==> config.mk <==
export PLATFORM = sky130hd
export DESIGN_NAME = crc_packet_deframer
export DESIGN_NICKNAME = d
export VERILOG_FILES = /design/src/rtl/cpd_pkg.sv /design/src/rtl/crc_packet_deframer.sv
export SDC_FILE = /design/constraint.sdc
export NUM_CORES = 1
export LEC_CHECK = 0
export ABC_AREA = 1
export ABC_CLOCK_PERIOD_IN_PS = 3240
export BUFFER_PORTS_ARGS = -buffer_cell sky130_fd_sc_hd__buf_2
export CAP_MARGIN = 15
export CORE_UTILIZATION = 53
export CTS_CLUSTER_SIZE = 12
export DETAILED_ROUTE_END_ITERATION = 8
export PLACE_DENSITY = 0.85
export RECOVER_POWER = 100
export SYNTH_ARGS = -nofsm -noshare
export SYNTH_HDL_FRONTEND = slang
export SYNTH_SLANG_ARGS = --single-unit
==> constraint.sdc <==
create_clock -name clk -period 3.24 [get_ports clk]
set_input_delay 0.648 -clock clk [delete_from_list [all_inputs] [get_ports clk]]
set_output_delay 0.648 -clock clk [all_outputs]
set_load 0.01 [all_outputs]
==> src/rtl/cpd_pkg.sv <==
`timescale 1ns / 1ps

package cpd_pkg;

	localparam int unsigned ByteW = 8;
	localparam int unsigned CrcW  = 16;

	localparam logic [CrcW-1:0]  CrcInit       = 16'hFFFF;
	localparam logic [ByteW-1:0] StartByteRst  = 8'hA1;
	localparam logic [ByteW-1:0] MaxLengthRst  = 8'd200;

	// configuration register indexes
	localparam int unsigned CfgIdxW = 8;
	localparam logic [CfgIdxW-1:0] CfgStartByte = 8'd0;
	localparam logic [CfgIdxW-1:0] CfgMaxLength = 8'd1;

	// output tdata / tuser layout
	localparam int unsigned TdataW = 4 * ByteW;
	localparam int unsigned TuserW = 2;

	typedef enum logic [5:0] {
		PH_HUNT    = 6'b000001,
		PH_TYPE    = 6'b000010,
		PH_LEN     = 6'b000100,
		PH_CRC_LO  = 6'b001000,
		PH_CRC_HI  = 6'b010000,
		PH_PAYLOAD = 6'b100000
	} phase_t;

	typedef struct packed {
		logic [ByteW-1:0] byte_index;
		logic [ByteW-1:0] data_byte;
		logic [ByteW-1:0] pkt_length;
		logic [ByteW-1:0] pkt_type;
	} out_data_t;

	// one byte through the reflected 0x8408 crc, table-free form
	function automatic logic [CrcW-1:0] crc_feed(input logic [ByteW-1:0] b,
			input logic [CrcW-1:0] crc);
		logic [ByteW-1:0] x;
		logic [CrcW-1:0]  xw;
		x  = b ^ crc[7:0];
		x  = x ^ {x[3:0], 4'b0000};
		xw = {8'h00, x};
		return {x, crc[15:8]} ^ (xw >> 4) ^ (xw << 3);
	endfunction

endpackage

==> src/rtl/crc_packet_deframer.sv <==
`timescale 1ns / 1ps

// crc_packet_deframer
// input stream (s_*): one received byte per transaction on s_tdata
// output stream (m_*): one transaction per payload byte, plus an end-only
//   transaction (tuser has_data = 0) for a packet of zero length; tlast marks
//   the final transaction of a packet and tuser crc_ok is valid with it
// packet layout: start byte, type, length, crc low, crc high, payload
// lengths above max_length abort the header and return to hunting
// configuration port (cfg_*): index 0 start byte, index 1 max length;
//   always ready, other indexes are ignored; write only while idle
// each result is registered and appears on m_* in the cycle after its input transaction
// throughput is one byte per cycle when not stalled, set by the single registered phase step
//   (phase machine plus one-byte crc update between state and output register)
// reset: hunting, crc at 0xFFFF, output register empty, registers at
//   start byte 0xA1 and max length 200
// stall: while the output register is full and m_tready is low the input
//   stops taking bytes; it resumes in the cycle the result is taken
module crc_packet_deframer (
	input  logic                            clk,
	input  logic                            arst_n,
	// input stream
	input  logic                            s_tvalid,
	output logic                            s_tready,
	input  logic [cpd_pkg::ByteW-1:0]       s_tdata,   // rx_byte
	// output stream
	output logic                            m_tvalid,
	input  logic                            m_tready,
	output logic [cpd_pkg::TdataW-1:0]      m_tdata,   // pkt_type, pkt_length, data_byte, byte_index
	output logic                            m_tlast,   // last
	output logic [cpd_pkg::TuserW-1:0]      m_tuser,   // has_data, crc_ok
	// configuration writes
	input  logic                            cfg_valid,
	output logic                            cfg_ready,
	input  logic [cpd_pkg::CfgIdxW-1:0]     cfg_index,
	input  logic [cpd_pkg::ByteW-1:0]       cfg_data
);

	// configuration registers
	logic [cpd_pkg::ByteW-1:0] start_byte_q;
	logic [cpd_pkg::ByteW-1:0] max_length_q;

	// packet state
	cpd_pkg::phase_t           phase_q, phase_d;
	logic [cpd_pkg::ByteW-1:0] type_q, type_d;
	logic [cpd_pkg::ByteW-1:0] len_q, len_d;
	logic [cpd_pkg::CrcW-1:0]  rx_crc_q, rx_crc_d;
	logic [cpd_pkg::CrcW-1:0]  crc_q, crc_d;
	logic [cpd_pkg::ByteW-1:0] cnt_q, cnt_d;

	// output register
	logic                      out_valid_q;
	cpd_pkg::out_data_t        out_data_q, out_data_d;
	logic                      out_last_q, out_last_d;
	logic                      out_has_q, out_has_d;
	logic                      out_ok_q, out_ok_d;
	logic                      emit_d;

	logic                      in_acc;
	logic [cpd_pkg::CrcW-1:0]  crc_in;
	logic [cpd_pkg::CrcW-1:0]  crc_upd;
	logic [cpd_pkg::CrcW-1:0]  rx_crc_full;
	logic [cpd_pkg::ByteW-1:0] cnt_inc;

	// output register frees up when empty or being taken this cycle
	assign s_tready  = !out_valid_q || m_tready;
	assign in_acc    = s_tvalid && s_tready;
	assign cfg_ready = 1'b1;

	// the type byte restarts the crc from its initial value
	assign crc_in      = (phase_q == cpd_pkg::PH_TYPE) ? cpd_pkg::CrcInit : crc_q;
	assign crc_upd     = cpd_pkg::crc_feed(s_tdata, crc_in);
	assign rx_crc_full = {s_tdata, rx_crc_q[7:0]};
	assign cnt_inc     = cnt_q + 8'd1;

	// phase step for one byte
	always_comb begin
		phase_d    = phase_q;
		type_d     = type_q;
		len_d      = len_q;
		rx_crc_d   = rx_crc_q;
		crc_d      = crc_q;
		cnt_d      = cnt_q;
		emit_d     = 1'b0;
		out_data_d = '{pkt_type: type_q, pkt_length: len_q, data_byte: '0, byte_index: '0};
		out_last_d = 1'b0;
		out_has_d  = 1'b0;
		out_ok_d   = 1'b0;
		unique case (phase_q)
			cpd_pkg::PH_TYPE: begin
				type_d  = s_tdata;
				crc_d   = crc_upd;
				phase_d = cpd_pkg::PH_LEN;
			end
			cpd_pkg::PH_LEN: begin
				len_d   = s_tdata;
				crc_d   = crc_upd;
				phase_d = (s_tdata <= max_length_q) ? cpd_pkg::PH_CRC_LO : cpd_pkg::PH_HUNT;
			end
			cpd_pkg::PH_CRC_LO: begin
				rx_crc_d = {8'h00, s_tdata};
				phase_d  = cpd_pkg::PH_CRC_HI;
			end
			cpd_pkg::PH_CRC_HI: begin
				rx_crc_d = rx_crc_full;
				cnt_d    = '0;
				if (len_q == '0) begin
					// empty packet: end-only result
					phase_d    = cpd_pkg::PH_HUNT;
					emit_d     = 1'b1;
					out_last_d = 1'b1;
					out_ok_d   = (rx_crc_full == crc_q);
				end else begin
					phase_d = cpd_pkg::PH_PAYLOAD;
				end
			end
			cpd_pkg::PH_PAYLOAD: begin
				crc_d                 = crc_upd;
				cnt_d                 = cnt_inc;
				emit_d                = 1'b1;
				out_has_d             = 1'b1;
				out_data_d.data_byte  = s_tdata;
				out_data_d.byte_index = cnt_q;
				if (cnt_inc == len_q) begin
					phase_d    = cpd_pkg::PH_HUNT;
					out_last_d = 1'b1;
					out_ok_d   = (rx_crc_q == crc_upd);
				end
			end
			default: begin
				// hunting, start byte inside a packet is never looked for
				phase_d = (s_tdata == start_byte_q) ? cpd_pkg::PH_TYPE : cpd_pkg::PH_HUNT;
			end
		endcase
	end

	// configuration registers
	always_ff @(posedge clk or negedge arst_n) begin
		if (!arst_n) begin
			start_byte_q <= cpd_pkg::StartByteRst;
			max_length_q <= cpd_pkg::MaxLengthRst;
		end else if (cfg_valid) begin
			if (cfg_index == cpd_pkg::CfgStartByte) begin
				start_byte_q <= cfg_data;
			end else if (cfg_index == cpd_pkg::CfgMaxLength) begin
				max_length_q <= cfg_data;
			end
		end
	end

	// packet state, advanced once per accepted byte
	always_ff @(posedge clk or negedge arst_n) begin
		if (!arst_n) begin
			phase_q  <= cpd_pkg::PH_HUNT;
			type_q   <= '0;
			len_q    <= '0;
			rx_crc_q <= '0;
			crc_q    <= cpd_pkg::CrcInit;
			cnt_q    <= '0;
		end else if (in_acc) begin
			phase_q  <= phase_d;
			type_q   <= type_d;
			len_q    <= len_d;
			rx_crc_q <= rx_crc_d;
			crc_q    <= crc_d;
			cnt_q    <= cnt_d;
		end
	end

	// output register valid flag
	always_ff @(posedge clk or negedge arst_n) begin
		if (!arst_n) begin
			out_valid_q <= 1'b0;
		end else if (s_tready) begin
			out_valid_q <= in_acc && emit_d;
		end
	end

	// output register payload
	always_ff @(posedge clk) begin
		if (in_acc && emit_d) begin
			out_data_q <= out_data_d;
			out_last_q <= out_last_d;
			out_has_q  <= out_has_d;
			out_ok_q   <= out_ok_d;
		end
	end

	assign m_tvalid = out_valid_q;
	assign m_tdata  = out_data_q;
	assign m_tlast  = out_last_q;
	assign m_tuser  = {out_ok_q, out_has_q};

	// an empty output register never blocks the input
	a_ready_when_empty: assert property (@(posedge clk) disable iff (!arst_n)
		!out_valid_q |-> s_tready)
		else $error("input stalled with empty output register");

	// every payload byte taken yields a result in the next cycle
	a_payload_emits: assert property (@(posedge clk) disable iff (!arst_n)
		(in_acc && phase_q == cpd_pkg::PH_PAYLOAD) |=> (out_valid_q && out_has_q))
		else $error("payload byte produced no result");

	// a packet end sends the phase machine back to hunting
	a_last_hunts: assert property (@(posedge clk) disable iff (!arst_n)
		(in_acc && emit_d && out_last_d) |=> (phase_q == cpd_pkg::PH_HUNT))
		else $error("phase not back to hunting after packet end");

	// payload count stays below the held length while in payload
	a_count_range: assert property (@(posedge clk) disable iff (!arst_n)
		(phase_q == cpd_pkg::PH_PAYLOAD) |-> (cnt_q < len_q))
		else $error("payload count ran past length");

	// crc_ok only ever set on a final result
	a_ok_on_last: assert property (@(posedge clk) disable iff (!arst_n)
		(out_valid_q && out_ok_q) |-> out_last_q)
		else $error("crc_ok set on a non-final result");

endmodule
==> results.json, run 1 <==
{
  "drt_first_iter_violations": 379,
  "ctsResizeCount": 0,
  "slew_headroom_pct": -33.5,
  "grt_pass1_wl_mm": 23.7,
  "crit_buf_inv": 2,
  "synth_cell_type_count": 40,
  "maxCapViolCount": 1,
  "cpMostUsedCell": "nor2_4",
  "rows": 38,
  "start_util_pct": 54.8,
  "layout_min_cycle_time_ns": 2.67,
  "grt_overflow": 0,
  "firstDrtPassIters": 6,
  "finalMaxSlewViolations": 80,
  "grt_setup_unrepaired": "false",
  "hold_path.class": "in2reg",
  "peakVddDrop_mv": 0.479,
  "status": "finished, violations left",
  "final-setup-viol-count": 0,
  "violations": "capacitance limit, slew limit",
  "core_area_um2": 10900,
  "die-height_um": 108,
  "ios": 67,
  "wl_per_cell_um": 15.6,
  "cp_data_required_time_ns": 3.69,
  "cts_sinks": 114,
  "die_x_um": 108,
  "worst_pin_slew_ns": 2.00,
  "slowest_delay_ns": 0.74,
  "final_cell_mix": "217 x nand2_1, 80 x inv_1, 62 x o21ai_0",
  "critPathMaxFanout": 18,
  "area_delta_synth_final_pct": 15.8,
  "cts_setup_buffers": 0,
  "hold_viol_final": 0,
  "p_leak_uw": 0.00325,
  "fin_setup_tns_ns": 0,
  "start_kind": "flip-flop",
  "grt_use_total_pct": 27.1,
  "async_flop_share_pct": 69.3,
  "path_class": "reg2reg",
  "final_util_pct": 63.4,
  "synth_enable_flop_cells": 35,
  "whs_ns": 0.345,
  "syn_inst": 701,
  "clockBufferDepth": 2,
  "synth.yosys.seq_area_share_pct": 51.3,
  "antenna_found_initial": 0,
  "critPathCaptureType": "flip-flop",
  "cts_buffers": 17,
  "dp_hpwl_mm": 9.98,
  "clock_latency_ns": 0.53,
  "crit_chain": "nor2_4, nand2_1, nor3_1, inv_2, nor2_4, nor3_4, inv_4, nor2_1, a31oi_1",
  "drcViolationCount": 0,
  "n_antenna_cell": 0,
  "drive_gt1_share_pct": 15.5,
  "die-area_um2": 11700,
  "fin_crit_sh_pct": 82.4,
  "gp_congestion": 0.904,
  "crit_slowest_cell": "nor3_1",
  "mostFrequentLayoutCell": "nand2_1",
  "ys_ff_latch": 114,
  "syn_nets": 739,
  "avgSynthCellArea_um2": 8.50,
  "vias_per_cell": 5.57,
  "root_buffer": "clkbuf_8",
  "synth_warnings": 0,
  "dr_total_vias": 5164,
  "cts_tree": "yes",
  "arrival_ns": 3.12,
  "yosys_most_used_dff": "dfrtp_1",
  "netlist_area_um2": 5960,
  "cp_top_family": "simple AND/OR/NAND/NOR gates",
  "fmax_ghz": 0.374,
  "n_fill_cell": 913,
  "first_global_vias": 4950,
  "wl_mm": 14.5,
  "finalClockSkew_ns": 0.00724,
  "grt_start_max_net_pins": 80,
  "nets": 812,
  "htreeDepth": 4,
  "clkTransAtPathRegs_ns": 0.06,
  "ant_nets": 0,
  "postCtsHoldBufs": 0,
  "portBuffers": 65,
  "power_density_nw_per_um2": 780
}
per-layer routing:
| metal | wire length (um) | global-route usage, % | vias up |
|---|---|---|---|
| met5 | 0 | 0 | - |
| li1 | - | - | 2419 |
| met1 | 6090 | 35.0 | 2430 |
| met2 | 6780 | 43.0 | 263 |
| met4 | 500 | 13.0 | 0 |
| met3 | 1120 | 6.45 | 52 |
where the power goes:
| part | switching (uW) | internal, uW | leakage, uW |
|---|---|---|---|
| clock network | 740 | 1110 | 0.000277 |
| registers | 247 | 1820 | 0.00126 |
| logic | 952 | 509 | 0.00171 |
state kept, by name, indices dropped and copies added, names as in the netlist:
name	count
cnt_q	8
crc_q	16
len_q	8
m_tdata	32
m_tlast	1
m_tvalid	1
max_length_q	8
out_has_q	1
out_ok_q	1
phase_q	6
rx_crc_q	16
start_byte_q	8
type_q	8
cells by family after synthesis:
group / after synthesis / share of synthesized area (%)
AND/OR/NAND/NOR: 363 / 27.9
flip-flops: 114 / 51.3
buffers and inverters: 98 / 6.86
AO/OA/AOI/OAI: 90 / 8.16
XOR/XNOR: 26 / 3.82
adder cells (fa/ha/maj): 9 / 1.89
other: 1 / 0.0629
synthesized netlist by cell type, types with 2 or more instances:
| cell type | instances | area [um2] |
|---|---|---|
| nand2_1 | 215 | 807 |
| inv_1 | 79 | 297 |
| o21ai_0 | 61 | 305 |
| dfrtp_1 | 56 | 1400 |
| nor2_1 | 49 | 184 |
| edfxtp_1 | 35 | 1050 |
| nand3_1 | 34 | 170 |
| xor2_1 | 24 | 210 |
| dfstp_2 | 23 | 604 |
| nand2_2 | 18 | 113 |
| o22ai_1 | 14 | 87.6 |
| ha_1 | 9 | 113 |
| nor4_1 | 8 | 50.1 |
| nand3_2 | 7 | 70.1 |
| nand3b_1 | 6 | 45.0 |
| nor2_2 | 6 | 37.5 |
| a21oi_1 | 5 | 25.0 |
| nor3_1 | 5 | 25.0 |
| clkbuf_1 | 4 | 15.0 |
| nand4_1 | 4 | 25.0 |
| nor2_4 | 4 | 45.0 |
| a31oi_1 | 3 | 18.8 |
| buf_2 | 3 | 15.0 |
| buf_4 | 3 | 22.5 |
| clkinv_1 | 3 | 11.3 |
| o211ai_1 | 3 | 22.5 |
| a221oi_1 | 2 | 17.5 |
| inv_2 | 2 | 7.51 |
| nand3_4 | 2 | 35.0 |
| nor3_4 | 2 | 32.5 |
| o21ai_1 | 2 | 10.0 |
| xnor2_1 | 2 | 17.5 |
path summary, 6_finish.rpt:
kind	start	endpoint	slack, ns	depth (start not counted)
worst max-delay path	phase_q[3]$_DFFE_PN0P_	crc_q[9]$_DFFE_PN1P_	0.57	9
max in group asynchronous	arst_n	len_q[5]$_DFFE_PN0P_	1.38	1
worst min register to register	type_q[5]$_DFFE_PN0P_	m_tdata[5]$_DFFE_PP_	0.45	0
worst min-delay path	cfg_data[7]	start_byte_q[7]$_DFFE_PN1P_	0.34	3
min in group asynchronous	arst_n	rx_crc_q[0]$_DFFE_PN0P_	0.71	1
worst max register to register	phase_q[3]$_DFFE_PN0P_	crc_q[9]$_DFFE_PN1P_	0.57	9
layout make-up:
cell class	instances	area, um2	share of cell area [%]
clock inverters	15	170	2.46
multi-input cells	489	2480	35.9
well taps	140	175	2.54
clock buffers	17	414	6.00
repair buffers	67	290	4.20
flip-flops and latches	114	3060	44.3
inverters	85	322	4.66
worst min-delay path: cells and delay by family:
family,cells,cell delay (ns)
buffers and inverters,2,0.14
AO/OA/AOI/OAI,1,0.08
through the flow:
| stage | std cells | instance area, um2 | worst slack (ns) | power, uW |
|---|---|---|---|---|
| 2_1_floorplan | 701 | 5960 | 0.0900 | 3120 |
| 3_5_place_dp | 895 | 6400 | 0.819 | 3500 |
| 5_1_grt | 927 | 6910 | 0.457 | 5680 |
| 6_report | 927 | 6910 | 0.570 | 5390 |
| 4_1_cts | 927 | 6980 | 0.813 | 5380 |
| 3_3_place_gp | 895 | 6400 | 0.867 | 3440 |
Power figures use the tool's default switching activity.
==> inputs of run 2 (changes only) <==
--- a/config.mk
+++ b/config.mk
@@ -6,7 +6,7 @@
 export NUM_CORES = 1
 export LEC_CHECK = 0
 export ABC_AREA = 1
-export ABC_CLOCK_PERIOD_IN_PS = 3240
+export ABC_CLOCK_PERIOD_IN_PS = 2200
 export BUFFER_PORTS_ARGS = -buffer_cell sky130_fd_sc_hd__buf_2
 export CAP_MARGIN = 15
 export CORE_UTILIZATION = 53
==> constraint.sdc (replaced) <==
create_clock -name clk -period 2.2 [get_ports clk]
set_input_delay 0.44 -clock clk [delete_from_list [all_inputs] [get_ports clk]]
set_output_delay 0.44 -clock clk [all_outputs]
set_load 0.01 [all_outputs]
==> run 2 against run 1 <==
The flow now finishes without violations; core utilization grew 4.8 points; routed wire length grew 6.3%; final area grew 7.6%; total power grew 58%; clock skew grew 0.0019 ns; fmax grew 23%; sequential share of layout area shrank 3.1 points; via count grew 0.87%; die area is the same; register-to-register slack lost 0.55 ns; cell count grew 3.2%; largest power group unchanged.
==> results.json, run 2 (synthesis gave the netlist of run 1 again) <==
{
  "status": "finished clean",
  "final_util_pct": 68.2,
  "finalMaxSlewViolations": 0,
  "power_density_nw_per_um2": 1140,
  "crit_buf_inv": 1,
  "worst_pin_slew_ns": 1.05,
  "critPathMaxFanout": 8,
  "antenna_found_initial": 0,
  "grt_setup_unrepaired": "true",
  "cts_tree": "yes",
  "hold_depth": 3,
  "nets": 842,
  "cts_buffers": 17,
  "grt_pass1_wl_mm": 23.9,
  "gp_congestion": 0.972,
  "clock_latency_ns": 0.53,
  "arrival_ns": 2.46,
  "whs_ns": 0.146,
  "r2r_slack_ns": 0.02,
  "portBuffers": 65,
  "clockBufferDepth": 2,
  "first_global_vias": 4809,
  "firstDrtPassIters": 6,
  "cp_data_required_time_ns": 2.48,
  "path_class": "reg2reg",
  "ant_nets": 0,
  "final-setup-viol-count": 0,
  "grt_use_total_pct": 27.4,
  "dp.cells": 915,
  "r2r_cells": 15,
  "critPathCaptureType": "flip-flop",
  "root_buffer": "clkbuf_8",
  "n_fill_cell": 826,
  "wl_mm": 15.4,
  "peakVddDrop_mv": 0.741,
  "hold_path.class": "in2reg",
  "drcViolationCount": 0,
  "die-height_um": 108,
  "cp_num_cells": 15,
  "hold_start": "cfg_data[5]",
  "vias_per_cell": 5.44,
  "dr_total_vias": 5209,
  "slowest_delay_ns": 0.43,
  "wl_per_cell_um": 16.1,
  "drt_first_iter_violations": 398,
  "fin_crit_sh_pct": 98.9,
  "core_area_um2": 10900,
  "crit_chain": "nor2_4, nand3_4, buf_12, nand3_1, nand2_2, nand2_2, nand2_2, nand2_1, nand2_1, nand2_1, nand2_1, nand2_1, nor2_1, nand3_1, nand2_1",
  "mostFrequentLayoutCell": "nand2_1",
  "fmax_ghz": 0.460,
  "start_kind": "flip-flop",
  "largest_reg_flops": 32,
  "start_util_pct": 54.8,
  "layout_min_cycle_time_ns": 2.18,
  "cpMostUsedCell": "nand2_1",
  "die-area_um2": 11700,
  "cts_sinks": 114,
  "holdPathEnd": "start_byte_q[5]$_DFFE_PN1P_",
  "slew_headroom_pct": 29.9,
  "htreeDepth": 4,
  "cp_top_family": "simple AND/OR/NAND/NOR gates",
  "clkTransAtPathRegs_ns": 0.06,
  "n_antenna_cell": 0,
  "reg2reg_to": "out_ok_q$_DFFE_PP_",
  "crit_slowest_cell": "dfrtp_1",
  "hold_viol_final": 0,
  "stdcell_count": 957,
  "fin_setup_tns_ns": 0,
  "final_cell_mix": "195 x nand2_1, 79 x inv_1, 64 x buf_2",
  "timing.rr.start": "phase_q[2]$_DFFE_PN0P_",
  "p_leak_uw": 0.00358,
  "dp_hpwl_mm": 10.1,
  "ios": 67,
  "drive_gt1_share_pct": 27.3,
  "grt_start_max_net_pins": 41,
  "rows": 38,
  "maxCapViolCount": 0,
  "die_x_um": 108,
  "grt_overflow": 0,
  "area_delta_synth_final_pct": 24.6,
  "finalClockSkew_ns": 0.00910
}
-- run 2: per-stage QoR --
step / area (um2) / setup slack [ns] / power (uW)
3_5_place_dp: 6590 / 0.0500 / 5190
4_1_cts: 7230 / 0.0363 / 8210
6_report: 7430 / 0.0245 / 8500
3_3_place_gp: 6590 / 0.0964 / 5130
2_1_floorplan: 5970 / 0.00947 / 4590
5_1_grt: 7430 / -0.130 / 8940
-- run 2: metal layers --
layer / vias up / part of all wire (%) / GRT usage, %
met5: - / 0 / 0
met4: 0 / 1.7 / 7.83
met3: 32 / 7.4 / 6.15
met2: 249 / 48 / 44.5
met1: 2437 / 43 / 36.9
li1: 2491 / - / -
-- run 2: worst reg2reg max path: cells and delay by family (launching register included) --
kind                   cells  cell delay, ns
and+or+nand+nor           14            1.28
DFF                        1            0.43
buffers and inverters      1            0.22
-- run 2: layout make-up --
class | count | area [um2] | share of cell area [%]
tap | 140 | 175 | 2.36
clock inverter | 15 | 218 | 2.93
timing repair buffer | 96 | 614 | 8.27
sequential | 114 | 3060 | 41.2
clock buffer | 17 | 414 | 5.57
multi-input combinational | 490 | 2630 | 35.4
inverter | 85 | 322 | 4.33
-- run 2: how the worst max path moves through the flow --
stage / to / slack, ns / from
after global placement: out_ok_q$_DFFE_PP_ / 0.1 / phase_q[4]$_DFFE_PN0P_
after global routing: out_ok_q$_DFFE_PP_ / -0.13 / phase_q[4]$_DFFE_PN0P_
final: out_ok_q$_DFFE_PP_ / 0.02 / phase_q[2]$_DFFE_PN0P_
after CTS: out_ok_q$_DFFE_PP_ / 0.04 / cnt_q[1]$_DFFE_PN0P_
after detailed placement: out_ok_q$_DFFE_PP_ / 0.05 / phase_q[4]$_DFFE_PN0P_
after floorplan: m_tdata[0]$_DFFE_PP_ / 0.009 / phase_q[3]$_DFFE_PN0P_
-- run 2: power by group --
part | internal, uW | switching, uW
logic | 891 | 1560
registers | 2690 | 362
clock network | 1880 | 1130
total | 5450 | 3050
-- run 2: repair_timing --
item | in CTS | in global routing
buffers inserted | 0 | 7
gates resized for setup | 0 | 39
setup endpoints to repair | 0 | 41
endpoints found under the hold margin | 23 | 0
hold buffers | 1 | 0
